[src/cfq_pkg.sv]
// Shared types and constants for the circular FIFO queue.
package cfq_pkg;

    localparam int WORD_W = 32;
    localparam int CFG_W  = 5;

    // Answer for a dequeue or peek on an empty queue
    localparam logic [WORD_W-1:0] WORD_MIN = 32'h8000_0000;

    typedef enum logic [1:0] {
        CMD_ENQ  = 2'd0,
        CMD_DEQ  = 2'd1,
        CMD_PEEK = 2'd2,
        CMD_NOP  = 2'd3
    } cmd_t;

    typedef enum logic [1:0] {
        ST_DONE  = 2'd0,
        ST_FULL  = 2'd1,
        ST_EMPTY = 2'd2
    } status_t;

    typedef enum logic [1:0] {
        S_IDLE = 2'b01,
        S_READ = 2'b10
    } state_t;

endpackage

[src/cfq_ram.sv]
// Generic single-write, single-read RAM with registered read data.
module cfq_ram #(
    parameter int WIDTH = 32,
    parameter int DEPTH = 16
) (
    input  logic                     clk,
    input  logic                     we,
    input  logic [$clog2(DEPTH)-1:0] waddr,
    input  logic [WIDTH-1:0]         wdata,
    input  logic [$clog2(DEPTH)-1:0] raddr,
    output logic [WIDTH-1:0]         rdata
);

    logic [WIDTH-1:0] mem [DEPTH];

    always_ff @(posedge clk)
    begin
        if (we)
        begin
            mem[waddr] <= wdata;
        end
        rdata <= mem[raddr];
    end

endmodule

[src/circular_fifo_queue.sv]
// Top level of the circular FIFO queue of signed 32-bit words.
//
// Each input item is one command: enqueue, dequeue or peek. One result item
// comes back per command with the word read (dequeue/peek), a status code and
// the full/empty flags after the step. Words live in a RAM of DEPTH entries
// with a registered read. An enqueue, an unknown command or a read on an empty
// queue is answered from the idle state, so such items can follow each other
// every clock while the result side keeps up. A dequeue or peek on a non-empty
// queue goes on to the read state to fetch the word from the RAM. The capacity
// register (1..DEPTH, clamped) is written only while the queue is empty; other
// writes are dropped. No clearing pass is needed after reset.
module circular_fifo_queue #(
    parameter int DEPTH = 16
) (
    input  logic                            clk,
    input  logic                            rst_n,
    // command channel
    input  logic                            in_valid,
    output logic                            in_stall,
    input  logic [1:0]                      command,
    input  logic signed [cfq_pkg::WORD_W-1:0] value,
    // result channel
    output logic                            out_valid,
    input  logic                            out_stall,
    output logic signed [cfq_pkg::WORD_W-1:0] data,
    output logic [1:0]                      status,
    output logic                            now_full,
    output logic                            now_empty,
    // capacity register
    input  logic                            cfg_write,
    input  logic [cfq_pkg::CFG_W-1:0]       cfg_data
);

    localparam int AW = $clog2(DEPTH);

    // Next slot index, wrapping at the capacity in use
    function automatic logic [AW-1:0] next_idx(input logic [AW-1:0] i,
                                               input logic [AW:0]   cap);
        logic [AW:0] n;
        n = {1'b0, i} + 1'b1;
        return (n >= cap) ? '0 : n[AW-1:0];
    endfunction

    function automatic logic is_full(input logic          empty,
                                     input logic [AW-1:0] head,
                                     input logic [AW-1:0] tail,
                                     input logic [AW:0]   cap);
        return !empty && (next_idx(tail, cap) == head);
    endfunction

    cfq_pkg::state_t state_reg, state_next;
    logic [AW-1:0]   head_reg, head_next;
    logic [AW-1:0]   tail_reg, tail_next;
    logic            empty_reg, empty_next;
    logic [AW:0]     cap_reg, cap_next;

    logic                       out_valid_reg, out_valid_next;
    logic [cfq_pkg::WORD_W-1:0] data_reg, data_next;
    cfq_pkg::status_t           status_reg, status_next;
    logic                       full_reg, full_next;
    logic                       empty_out_reg, empty_out_next;

    logic                       ram_we;
    logic [AW-1:0]              ram_waddr;
    logic [AW-1:0]              ram_raddr;
    logic [cfq_pkg::WORD_W-1:0] ram_rdata;
    logic                       accept;
    logic [AW:0]                cap_cfg;

    // Slot storage
    cfq_ram #(
        .WIDTH (cfq_pkg::WORD_W),
        .DEPTH (DEPTH)
    ) u_slots (
        .clk   (clk),
        .we    (ram_we),
        .waddr (ram_waddr),
        .wdata (value),
        .raddr (ram_raddr),
        .rdata (ram_rdata)
    );

    // Take a command only when idle and the result register is free
    assign in_stall = (state_reg != cfq_pkg::S_IDLE) || (out_valid_reg && out_stall);
    assign accept   = in_valid && !in_stall;

    // Clamp written capacity to 1..DEPTH
    always_comb
    begin
        if (32'(cfg_data) > 32'(DEPTH))
        begin
            cap_cfg = (AW + 1)'(DEPTH);
        end
        else if (cfg_data == '0)
        begin
            cap_cfg = (AW + 1)'(1);
        end
        else
        begin
            cap_cfg = (AW + 1)'(cfg_data);
        end
    end

    // Queue control: pointers, flags, RAM access, result fields
    always_comb
    begin
        state_next     = state_reg;
        head_next      = head_reg;
        tail_next      = tail_reg;
        empty_next     = empty_reg;
        cap_next       = cap_reg;
        out_valid_next = out_valid_reg;
        data_next      = data_reg;
        status_next    = status_reg;
        full_next      = full_reg;
        empty_out_next = empty_out_reg;
        ram_we         = 1'b0;
        ram_waddr      = '0;
        ram_raddr      = head_reg;

        // result taken
        if (out_valid_reg && !out_stall)
        begin
            out_valid_next = 1'b0;
        end

        // capacity write, honored only while empty
        if (cfg_write && empty_reg)
        begin
            cap_next  = cap_cfg;
            head_next = '0;
            tail_next = '0;
        end

        unique case (state_reg)
            cfq_pkg::S_IDLE:
            begin
                if (accept)
                begin
                    data_next      = '0;
                    status_next    = cfq_pkg::ST_DONE;
                    out_valid_next = 1'b1;
                    case (cfq_pkg::cmd_t'(command))
                        cfq_pkg::CMD_ENQ:
                        begin
                            if (is_full(empty_reg, head_reg, tail_reg, cap_reg))
                            begin
                                status_next = cfq_pkg::ST_FULL;
                            end
                            else
                            begin
                                if (empty_reg)
                                begin
                                    head_next  = '0;
                                    tail_next  = '0;
                                    empty_next = 1'b0;
                                end
                                else
                                begin
                                    tail_next = next_idx(tail_reg, cap_reg);
                                end
                                ram_we    = 1'b1;
                                ram_waddr = tail_next;
                            end
                        end
                        cfq_pkg::CMD_DEQ,
                        cfq_pkg::CMD_PEEK:
                        begin
                            if (empty_reg)
                            begin
                                data_next   = cfq_pkg::WORD_MIN;
                                status_next = cfq_pkg::ST_EMPTY;
                            end
                            else
                            begin
                                // word comes from RAM next cycle
                                out_valid_next = 1'b0;
                                state_next     = cfq_pkg::S_READ;
                                if (cfq_pkg::cmd_t'(command) == cfq_pkg::CMD_DEQ)
                                begin
                                    if (head_reg == tail_reg)
                                    begin
                                        empty_next = 1'b1;
                                        head_next  = '0;
                                        tail_next  = '0;
                                    end
                                    else
                                    begin
                                        head_next = next_idx(head_reg, cap_reg);
                                    end
                                end
                            end
                        end
                        default:
                        begin
                            // unknown command: no operation
                        end
                    endcase
                    full_next      = is_full(empty_next, head_next, tail_next, cap_next);
                    empty_out_next = empty_next;
                end
            end
            cfq_pkg::S_READ:
            begin
                data_next      = ram_rdata;
                out_valid_next = 1'b1;
                state_next     = cfq_pkg::S_IDLE;
            end
            default:
            begin
                state_next = cfq_pkg::S_IDLE;
            end
        endcase
    end

    // Control registers
    always_ff @(posedge clk or negedge rst_n)
    begin
        if (!rst_n)
        begin
            state_reg     <= cfq_pkg::S_IDLE;
            head_reg      <= '0;
            tail_reg      <= '0;
            empty_reg     <= 1'b1;
            cap_reg       <= (AW + 1)'(DEPTH);
            out_valid_reg <= 1'b0;
        end
        else
        begin
            state_reg     <= state_next;
            head_reg      <= head_next;
            tail_reg      <= tail_next;
            empty_reg     <= empty_next;
            cap_reg       <= cap_next;
            out_valid_reg <= out_valid_next;
        end
    end

    // Result payload
    always_ff @(posedge clk)
    begin
        data_reg      <= data_next;
        status_reg    <= status_next;
        full_reg      <= full_next;
        empty_out_reg <= empty_out_next;
    end

    assign out_valid = out_valid_reg;
    assign data      = data_reg;
    assign status    = status_reg;
    assign now_full  = full_reg;
    assign now_empty = empty_out_reg;

endmodule

[config.mk]
export PLATFORM = sky130hd
export DESIGN_NAME = circular_fifo_queue
export DESIGN_NICKNAME = d
export VERILOG_FILES = /design/src/cfq_pkg.sv /design/src/cfq_ram.sv /design/src/circular_fifo_queue.sv
export SDC_FILE = /design/constraint.sdc
export NUM_CORES = 1
export LEC_CHECK = 0
export BUFFER_PORTS_ARGS = -buffer_cell sky130_fd_sc_hd__clkbuf_2
export CORE_ASPECT_RATIO = 0.5
export CORE_MARGIN = 2
export CORE_UTILIZATION = 41
export CTS_CLUSTER_DIAMETER = 200
export DETAILED_ROUTE_END_ITERATION = 7
export PLACE_DENSITY = 0.7
export SKIP_LAST_GASP = 1
export SLEW_MARGIN = 20
export SYNTH_ARGS = -nofsm -noshare
export SYNTH_HDL_FRONTEND = slang
export SYNTH_HIERARCHICAL = 1
export SYNTH_SLANG_ARGS = --single-unit
[constraint.sdc]
create_clock -name clk -period 6 [get_ports clk]
set_input_delay 0.6 -clock clk [delete_from_list [all_inputs] [get_ports clk]]
set_output_delay 0.6 -clock clk [all_outputs]
set_load 0.05 [all_outputs]
==> key figures, run 1 <==
Die
  • IO Pins: 82
  • Core area: 55500 um2
  • Initial core utilization: between 40% and 50%
  • FP Rows: 61
  • Die area: 58100 um2
  • Die height: 171 um
  • Die boundary width: 339 um

Routing
  • Drt first pass iters: 5
  • Routed len/inst: roughly 24 um
  • Routed Antenna Nets: 0
  • Detailed Route Iter0 Violations: between 1000 and 1500
  • Vias: 11400
  • Via/cell ratio: around 5.5
  • DRC violations left: 0
  • Total Wirelength: around 49000 um

Finish
  • Diode count: 0
  • Max FFs per register: 512
  • Post-Layout Inst Area: 26300 um2
  • Nets@finish: 1320
  • Synthesis-to-finish area growth: 14.2%
  • Post-layout util: around 47%
  • Share of cells above drive strength 1: 27.4%
  • Finished Layout Cells: just over 2000

Placement
  • DP Area: 24600 um2
  • Final estimated routing congestion in global placement: 0.826
  • PortBufs: 81
  • Cells after DPL: 1951
  • Dpl ws: roughly 0.44 ns
  • HPWL after detailed placement: between 20000 and 30000 um

Global routing
  • First-pass GRT wire length: 73100 um
  • Largest net degree at the start of global routing: 110
  • Vias in the first global route: 11600
  • Total Routing Usage GR: 16.8%
  • Initial antenna violation count: 0
  • Global route overflow: 0

Synth
  • Cells after Synth: 1140
  • Async set or reset register ratio after synthesis: 2.85%
  • Area leader, netlist: edfxtp_1
  • Avg Inst Size Synth: 20.2 um2
  • Top cell type's share of synthesized area: 71.5%
  • Mapped cell area: 23000 um2
  • Flops & latches, synth: approximately 600
  • Synth cell types: 59
  • Top_reg_cell synth: edfxtp_1
  • EDFF count, synth: 548
  • Syn nets: about 1200
  • Sequential fraction of the synthesis area: 76.2%
  • Synthesis Warnings: 6
  • Synth top area cells: edfxtp_1 (72%), mux4_2 (13%), dfxtp_1 (2.8%), a22oi_1 (2.2%), dfrtp_1 (1.5%)

CTS
  • CTS H-tree depth: 2
  • Clock buffer depth: 3
  • CTS sink cnt: between 500 and 600
  • Worst-Skew Late Latency: 0.59 ns
  • TritonCTS buffer count: 53
  • Worst-path clk slew: 0.06 ns
  • CTS tree: built
  • Root buffer cell: clkbuf_16

Setup path
  • Reg2reg path depth: 21
  • CP Class: reg -> reg
  • R2r setup slk: 0.47 ns
  • Critical R2R Launch: tail_reg[1]
  • Reg-to-Reg End: now_full
  • CP Capture Type: register
  • Worst-path fanout max: 7
  • CP required: 6.42 ns
  • Crit path launch type: register
  • Worst EP arrival: 5.96 ns

STA
  • Hold WS: between 0.3 and 0.4 ns
  • Tcrit/Tclk final: 92.2%
  • Final Slew Violations: 0
  • Max transition margin: 29.6%
  • Setup ws final: 0.466 ns
  • Final Hold Fails: 0
  • Minimum clock period: 5.53 ns
  • Worst Tran Pin Value: 1.06 ns
  • Setup TNS: 0 ns
  • Final setup vio count: 0
  • Clock Skews: about 0.025 ns
  • RSZ-0062 raised after global routing: no
  • F_max: 0.181 GHz

Job
  • Max cap viols: 0

Power
  • Power Dens Cells: 353 nW/um2
  • Pleak: about 8.5 nW
  • Total Power: around 9 mW
  • Maximum VDD drop: 0.219 mV

Worst hold path
  • Hold path depth: 2
  • Worst min path class: in -> reg
  • Hold EP: cap_reg[0]
  • Hold Crit Start: cfg_data[4]

Run status
  • Status: finished clean
[cell families after synthesis]
family | Yosys count | synth area share [%]
flip-flops | 597 | 76.2
AND/OR/NAND/NOR | 175 | 3.83
multiplexers | 132 | 12.7
AO/OA/AOI/OAI | 118 | 3.92
buffers and inverters | 81 | 1.51
adder cells (fa/ha/maj) | 23 | 1.25
XOR/XNOR | 14 | 0.593
[worst max-delay path, cell delays in order, from the launching register on]
cell and delay [ns]:
dfrtp_1 0.46, ha_1 0.24, xnor2_1 0.26, inv_1 0.08, ha_1 0.33, a21o_1 0.19
a311oi_2 0.30, o21bai_2 0.15, o31a_1 0.39, a211o_4 0.41, a211oi_4 0.29, inv_1 0.10
ha_1 0.36, ha_1 0.30, a21o_1 0.16, a21oi_1 0.16, nor2b_1 0.06, o21ai_0 0.15
nand2b_1 0.16, or4b_1 0.52, a31o_1 0.18, a31oi_1 0.13
[cell type report]
cell class	instances	area [um2]
clock buffer	79	1480
timing repair buffer	115	733
multi-input combinational	462	5300
fill	4484	29200
sequential	597	17500
tap	756	946
inverter	24	90.1
clock inverter	20	179
[synthesized netlist by cell type (2+ instances only)]
cell and count:
a2111oi_0 3, a21o_1 5, a21oi_1 3, a22oi_1 67
a31oi_1 3, and2_1 34, and3_1 3, buf_1 10
buf_2 8, buf_4 9, clkbuf_1 30, dfrtp_1 14
dfstp_2 3, dfxtp_1 32, edfxtp_1 548, ha_1 23
inv_1 24, mux2i_1 3, mux4_2 128, nand2_1 56
nand2b_1 11, nand3_1 15, nand3b_1 3, nor2_1 28
nor2b_1 4, nor3_1 9, nor3b_1 2, nor4b_1 3
o21a_1 3, o21ai_0 15, o31a_1 2, xnor2_1 10
xor2_1 3
[repair_timing]
| action | 4_1_cts | 5_1_grt |
|---|---|---|
| endpoints found under the hold margin | 14 | 0 |
| hold buffers | 1 | 0 |
| buffers inserted | 0 | 2 |
| endpoints found under the setup margin | 0 | 1 |
| resized for setup | 0 | 1 |
[power breakdown]
group          total (mW)  leakage [nW]  internal (mW)  switching, mW
logic                1.23          2.22          0.418          0.808
clock network        3.23         0.806           1.77           1.46
registers            4.81          5.44           4.73         0.0752
[cell usage in the layout, fill, tap and decap left out, types with 11 or more instances in the layout]
master and instances:
dfrtp_1 12, and2_1 34, nor2_4 13, clkbuf_16 53
nand3_1 15, clkbuf_2 81, ha_1 23, nor2_1 15
clkbuf_1 20, edfxtp_1 548, mux4_2 128, nand2b_1 11
buf_4 28, a22oi_1 67, nand2_1 56, inv_1 24
o21ai_0 14, dfxtp_1 32
[metal layers]
| metal | up-vias | track usage, % | share of wire [%] |
|---|---|---|---|
| met3 | 73 | 2.60 | 6.7 |
| met1 | 6027 | 23.3 | 42 |
| met5 | - | 0 | 0 |
| li1 | 4872 | - | - |
| met2 | 397 | 28.0 | 49 |
| met4 | 0 | 4.37 | 1.8 |
[how the worst max path moves through the flow]
stage                            from                 to  slack [ns]  depth (start not counted)
after global placement    tail_reg[1]           now_full        0.58                         21
after detailed placement  tail_reg[1]           now_full        0.44                         21
after CTS                 tail_reg[1]           now_full        0.40                         21
after global routing      tail_reg[1]           now_full        0.04                         21
final                     tail_reg[1]           now_full        0.47                         21
after floorplan           tail_reg[1]  u_slots/mem[4][0]        0.19                         14
No activity file was read; power rests on OpenSTA's default activity.
==> run 2, diff against run 1 <==
--- a/config.mk
+++ b/config.mk
@@ -12,6 +12,7 @@
 export CTS_CLUSTER_DIAMETER = 200
 export DETAILED_ROUTE_END_ITERATION = 7
 export PLACE_DENSITY = 0.7
+export RECOVER_POWER = 25
 export SKIP_LAST_GASP = 1
 export SLEW_MARGIN = 20
 export SYNTH_ARGS = -nofsm -noshare
==> run 2 against run 1 <==
Non-clock buffer count is the same. Utilization is essentially flat. Worst setup slack gained 0.012 ns. Cell count is the same. Sequential power is essentially flat. Count of clock-buffer cells in the layout is the same. Die area is the same. Wire length grew 0.20%. Combinational power is essentially flat. Critical path type unchanged. Maximum frequency grew 0.21%. Sequential cell count is the same. First-iteration DRC count grew 5.5%.
==> key figures, run 2 (same netlist as run 1, synthesis figures left out) <==
STA
  • Final setup vio count: 0
  • Setup TNS: 0 ns
  • Max transition margin: 29.6%
  • Tcrit/Tclk final: 92.0%
  • Minimum clock period: 5.52 ns
  • Final Hold Fails: 0
  • Worst Tran Pin Value: 1.06 ns
  • Clock Skews: 0.0252 ns
  • F_max: 0.181 GHz
  • Final Slew Violations: 0
  • RSZ-0062 raised after global routing: no

Finish
  • Diode count: 0
  • Commonest non-fill, non-tap cell in the layout: edfxtp_1
  • Synthesis-to-finish area growth: 14.0%
  • Post-Layout Inst Area: 26200 um2
  • Max FFs per register: 512
  • Finished Layout Cells: 2053
  • Commonest cells after routing, fill and taps aside: edfxtp_1 (548), mux4_2 (128), a22oi_1 (67)
  • Share of cells above drive strength 1: between 20% and 30%
  • Nets@finish: about 1300

CTS
  • Root buffer cell: clkbuf_16
  • TritonCTS buffer count: 53
  • Worst-Skew Late Latency: 0.59 ns
  • Clock buffer depth: 3
  • CTS tree: built
  • CTS H-tree depth: 2
  • Worst-path clk slew: 0.06 ns
  • CTS sink cnt: 597

Power
  • Power Dens Cells: 353 nW/um2
  • Maximum VDD drop: 0.217 mV
  • Pleak: ~8.4 nW

Routing
  • Drt first pass iters: 5
  • Detailed Route Iter0 Violations: 1175
  • DRC violations left: 0
  • Vias: roughly 11000
  • Routed Antenna Nets: 0
  • Via/cell ratio: 5.55
  • Routed len/inst: 23.8 um
  • Total Wirelength: 48800 um

Die
  • Initial core utilization: 41.5%
  • Core area: 55500 um2
  • Die boundary width: between 300 and 400 um
  • IO Pins: 82
  • FP Rows: 61
  • Die height: roughly 170 um
  • Die area: 58100 um2

Setup path
  • R2r setup slk: 0.48 ns
  • CP Class: reg -> reg
  • Worst EP arrival: between 5 and 6 ns
  • Crit path launch type: register
  • Worst-path fanout max: 7
  • CP Capture Type: register
  • CP required: between 6 and 7 ns

Placement
  • Cells after DPL: just under 2000
  • Final estimated routing congestion in global placement: 0.826
  • PortBufs: 81
  • DP Area: 24600 um2
  • HPWL after detailed placement: around 25000 um

Global routing
  • Largest net degree at the start of global routing: 110
  • Initial antenna violation count: 0
  • Total Routing Usage GR: 16.8%
  • First-pass GRT wire length: 73100 um
  • Global route overflow: 0
  • Vias in the first global route: 11600

Run status
  • Status: finished clean

Job
  • Max cap viols: 0

Worst hold path
  • Worst min path class: in -> reg
-- run 2: cell counts in the layout (fill, tap and decap cells not counted) --
Identical to the previous run, type by type.
-- run 2: layout make-up --
| class | instances | area (um2) |
|---|---|---|
| Multi-Input combinational cell | 462 | 5300 |
| Fill cell | 4500 | 29300 |
| Clock inverter | 20 | 179 |
| Sequential cell | 597 | 17500 |
| Timing Repair Buffer | 115 | 707 |
| Inverter | 24 | 90.1 |
| Clock buffer | 79 | 1480 |
| Tap cell | 756 | 946 |
-- run 2: worst max-delay path, stage by stage (launching register included) --
cell and delay (ns):
dfrtp_1 0.46, ha_1 0.24, xnor2_1 0.26, inv_1 0.08
ha_1 0.33, a21o_1 0.19, a311oi_2 0.29, o21bai_2 0.15
o31a_1 0.39, a211o_4 0.41, a211oi_4 0.29, inv_1 0.10
ha_1 0.36, ha_1 0.29, a21o_1 0.16, a21oi_1 0.16
nor2b_1 0.06, o21ai_0 0.15, nand2b_1 0.16, or4b_1 0.52
a31o_1 0.18, a31oi_1 0.13
-- run 2: through the flow --
stage | power (mW) | utilization [%] | setup WS, ns | hold WS, ns
after global placement | 6.07 | 44.2 | 0.580 | 0.476
after detailed placement | 6.11 | 44.3 | 0.443 | 0.496
final | 9.26 | 47.3 | 0.478 | 0.303
after CTS | 9.32 | 47.3 | 0.404 | 0.283
after floorplan | 5.77 | - | 0.193 | 0.304
after global routing | 9.60 | 47.3 | 0.0411 | 0.307
-- run 2: routing by layer --
layer  wire [um]  track usage [%]  share of wire (%)
met1       20800             23.3                 43
met2       24000             28.0                 49
met3        3120             2.60                6.4
met4         919             4.37                1.9
met5           0                0                  0
-- run 2: final timing paths --
path	depth (start not counted)	start	end
max	21	tail_reg[1]	now_full
min	2	cfg_data[4]	cap_reg[0]
max reg2reg	21	tail_reg[1]	now_full
min reg2reg	1	u_slots/rdata[3]	data[3]
max in group asynchronous	2	rst_n	head_reg[1]
min in group asynchronous	2	rst_n	out_valid
-- run 2: timing repair --
item | CTS | global route
endpoints found under the setup margin | 0 | 1
gates resized for setup | 0 | 1
hold buffers | 1 | 0
buffers inserted | 0 | 2
endpoints found under the hold margin | 14 | 0
-- run 2: power by group --
part	switching [mW]	total (mW)	internal (mW)
sequential	0.0756	4.81	4.73
combinational	0.807	1.22	0.416
clock	1.46	3.23	1.77
==> run 3, diff against run 2 <==
--- a/config.mk
+++ b/config.mk
@@ -5,13 +5,13 @@
 export SDC_FILE = /design/constraint.sdc
 export NUM_CORES = 1
 export LEC_CHECK = 0
-export BUFFER_PORTS_ARGS = -buffer_cell sky130_fd_sc_hd__clkbuf_2
 export CORE_ASPECT_RATIO = 0.5
 export CORE_MARGIN = 2
 export CORE_UTILIZATION = 41
 export CTS_CLUSTER_DIAMETER = 200
 export DETAILED_ROUTE_END_ITERATION = 7
-export PLACE_DENSITY = 0.7
+export DONT_BUFFER_PORTS = 1
+export PLACE_DENSITY = 0.68
 export RECOVER_POWER = 25
 export SKIP_LAST_GASP = 1
 export SLEW_MARGIN = 20
==> run 3 against run 2 <==
Global-route usage fell by 0.22 points. Maximum frequency fell by 2.6%. Combinational power fell by 28%. Sequential share of layout area rose by 0.77 points. First-iteration DRC count fell by 8.8%. Cell count fell by 3.8%. Worst setup slack got worse by 0.14 ns. Largest cell class unchanged.
==> key figures, run 3 (same netlist as run 1, synthesis figures left out) <==
Run status
  • Status: finished clean

STA
  • Worst Tran Pin Value: around 0.95 ns
  • Final setup vio count: 0
  • Setup TNS: 0 ns
  • Minimum clock period: 5.67 ns
  • Final Hold Fails: 0
  • Clock Skews: 0.0361 ns
  • F_max: 0.176 GHz
  • Final Slew Violations: 0
  • Tcrit/Tclk final: between 90% and 100%
  • RSZ-0062 raised after global routing: no
  • Max transition margin: 35.2%

Finish
  • Diode count: 0
  • Commonest non-fill, non-tap cell in the layout: edfxtp_1
  • Max FFs per register: 512
  • Nets@finish: 1243
  • Commonest cells after routing, fill and taps aside: edfxtp_1 (548), mux4_2 (128), a22oi_1 (67)
  • Synthesis-to-finish area growth: 12.7%
  • Finished Layout Cells: 1976
  • Share of cells above drive strength 1: 23.2%

Global routing
  • Global route overflow: 0
  • Total Routing Usage GR: approximately 17%
  • First-pass GRT wire length: 71900 um
  • Largest net degree at the start of global routing: 52
  • Initial antenna violation count: 1
  • Vias in the first global route: 11400

Power
  • Maximum VDD drop: about 0.22 mV
  • Total net switching power: 2.31 mW
  • Comb pwr share: 9.6%
  • Pleak: 8.18 nW
  • Clk pwr share: 35.8%
  • Power Dens Cells: 356 nW/um2
  • Switching share of power: 25.0%
  • Flop pwr share: between 50% and 60%
  • P_int: 6.92 mW

Die
  • Die height: between 150 and 200 um
  • IO Pins: 82
  • Die area: 58100 um2
  • Core area: 55500 um2
  • Die boundary width: 339 um
  • Initial core utilization: 41.5%
  • FP Rows: 61

Worst hold path
  • Worst min path class: in -> reg
  • Hold EP: u_slots/mem[7][17]
  • Hold Crit Start: value[17]
  • Hold path depth: 0

CTS
  • CTS sink cnt: 597
  • Clock buffer depth: 3
  • Worst-path clk slew: roughly 0.07 ns
  • CTS H-tree depth: 2
  • Worst-Skew Late Latency: 0.60 ns
  • Root buffer cell: clkbuf_16
  • TritonCTS buffer count: 52
  • CTS tree: built

Routing
  • Drt first pass iters: 5
  • Total Wirelength: approximately 48000 um
  • Via/cell ratio: around 5.6
  • Routed len/inst: 24.4 um
  • Routed Antenna Nets: 0
  • DRC violations left: 0
  • Vias: 11100
  • Detailed Route Iter0 Violations: 1072

Setup path
  • Crit path launch type: register
  • CP Capture Type: register
  • CP required: 6.42 ns
  • Critical R2R Launch: tail_reg[1]
  • Reg2reg path depth: 21
  • Worst EP arrival: around 6 ns
  • Worst-path fanout max: 7
  • Reg-to-Reg End: now_full
  • R2r setup slk: approximately 0.33 ns
  • CP Class: reg -> reg

Placement
  • HPWL after detailed placement: around 27000 um
  • PortBufs: 0
  • Final estimated routing congestion in global placement: 0.824
  • Cells after DPL: approximately 1900

Job
  • Max cap viols: 0
## run 3: cell count changes in the layout (fill, tap and decap cells not counted), sizes merged
cell,delta
clkinv,+18
buf,+5
clkbuf,-100
inv,-3
bufinv,+3
## run 3: repair_timing
action / 4_1_cts / 5_1_grt
buffers inserted: 0 / 0
gates resized for setup: 0 / 0
endpoints found under the hold margin: 17 / 0
hold buffers: 1 / 0
## run 3: worst max-delay path by stage
stage                              to  slack [ns]  cells after the start         from
floorplan           u_slots/mem[4][0]        0.19                     14  tail_reg[1]
finish                       now_full        0.33                     21  tail_reg[1]
detailed placement           now_full        0.37                     21  tail_reg[1]
global placement             now_full        0.58                     21  tail_reg[1]
global route                 now_full        0.03                     21  tail_reg[1]
CTS                          now_full        0.36                     21  tail_reg[1]
## run 3: per-layer routing
layer	share of wire (%)	routed length, um	global-route usage (%)
met1	42	20000	22.1
met2	50	23900	28.3
met3	6.6	3200	2.65
met4	2.2	1040	4.97
met5	0	0	0
## run 3: per-stage QoR
step | utilization [%] | instance area, um2 | hold WS [ns] | total power [mW] | setup WS (ns)
after detailed placement | 43.6 | 24200 | 0.305 | 6.02 | 0.371
after floorplan | - | 23000 | 0.304 | 5.77 | 0.193
after global routing | 46.7 | 25900 | 0.0577 | 9.55 | 0.0250
after global placement | 43.6 | 24200 | 0.305 | 5.99 | 0.577
final | 46.7 | 25900 | 0.0883 | 9.23 | 0.333
after CTS | 46.7 | 25900 | 0.0628 | 9.30 | 0.357
## run 3: power by group through the flow
stage	registers (mW)	logic, mW	clock network (mW)
global route	5.06	0.968	3.52
CTS	5.05	0.889	3.36
floorplan	5.10	0.672	0
detailed placement	5.14	0.883	0
global placement	5.13	0.853	0
finish	5.05	0.882	3.30
## run 3: critical path: stages (launching register included)
cell	delay, ns
dfrtp_1	0.47
ha_1	0.24
xnor2_1	0.25
inv_1	0.07
ha_1	0.32
a21o_1	0.19
a311oi_2	0.33
o21bai_2	0.15
o31a_1	0.38
a211o_4	0.40
a211oi_4	0.38
inv_1	0.12
ha_1	0.24
xnor2_1	0.33
ha_1	0.30
a21oi_1	0.13
nor2b_1	0.06
o21ai_0	0.14
nand2b_1	0.16
or4b_1	0.53
a31o_1	0.18
a31oi_1	0.15
## run 3: layout make-up
class,count,area (um2)
Clock buffer,60,1370
Clock inverter,38,337
Fill cell,4542,29600
Inverter,24,90.1
Multi-Input combinational cell,462,5290
Sequential cell,597,17500
Tap cell,756,946
Timing Repair Buffer,39,369
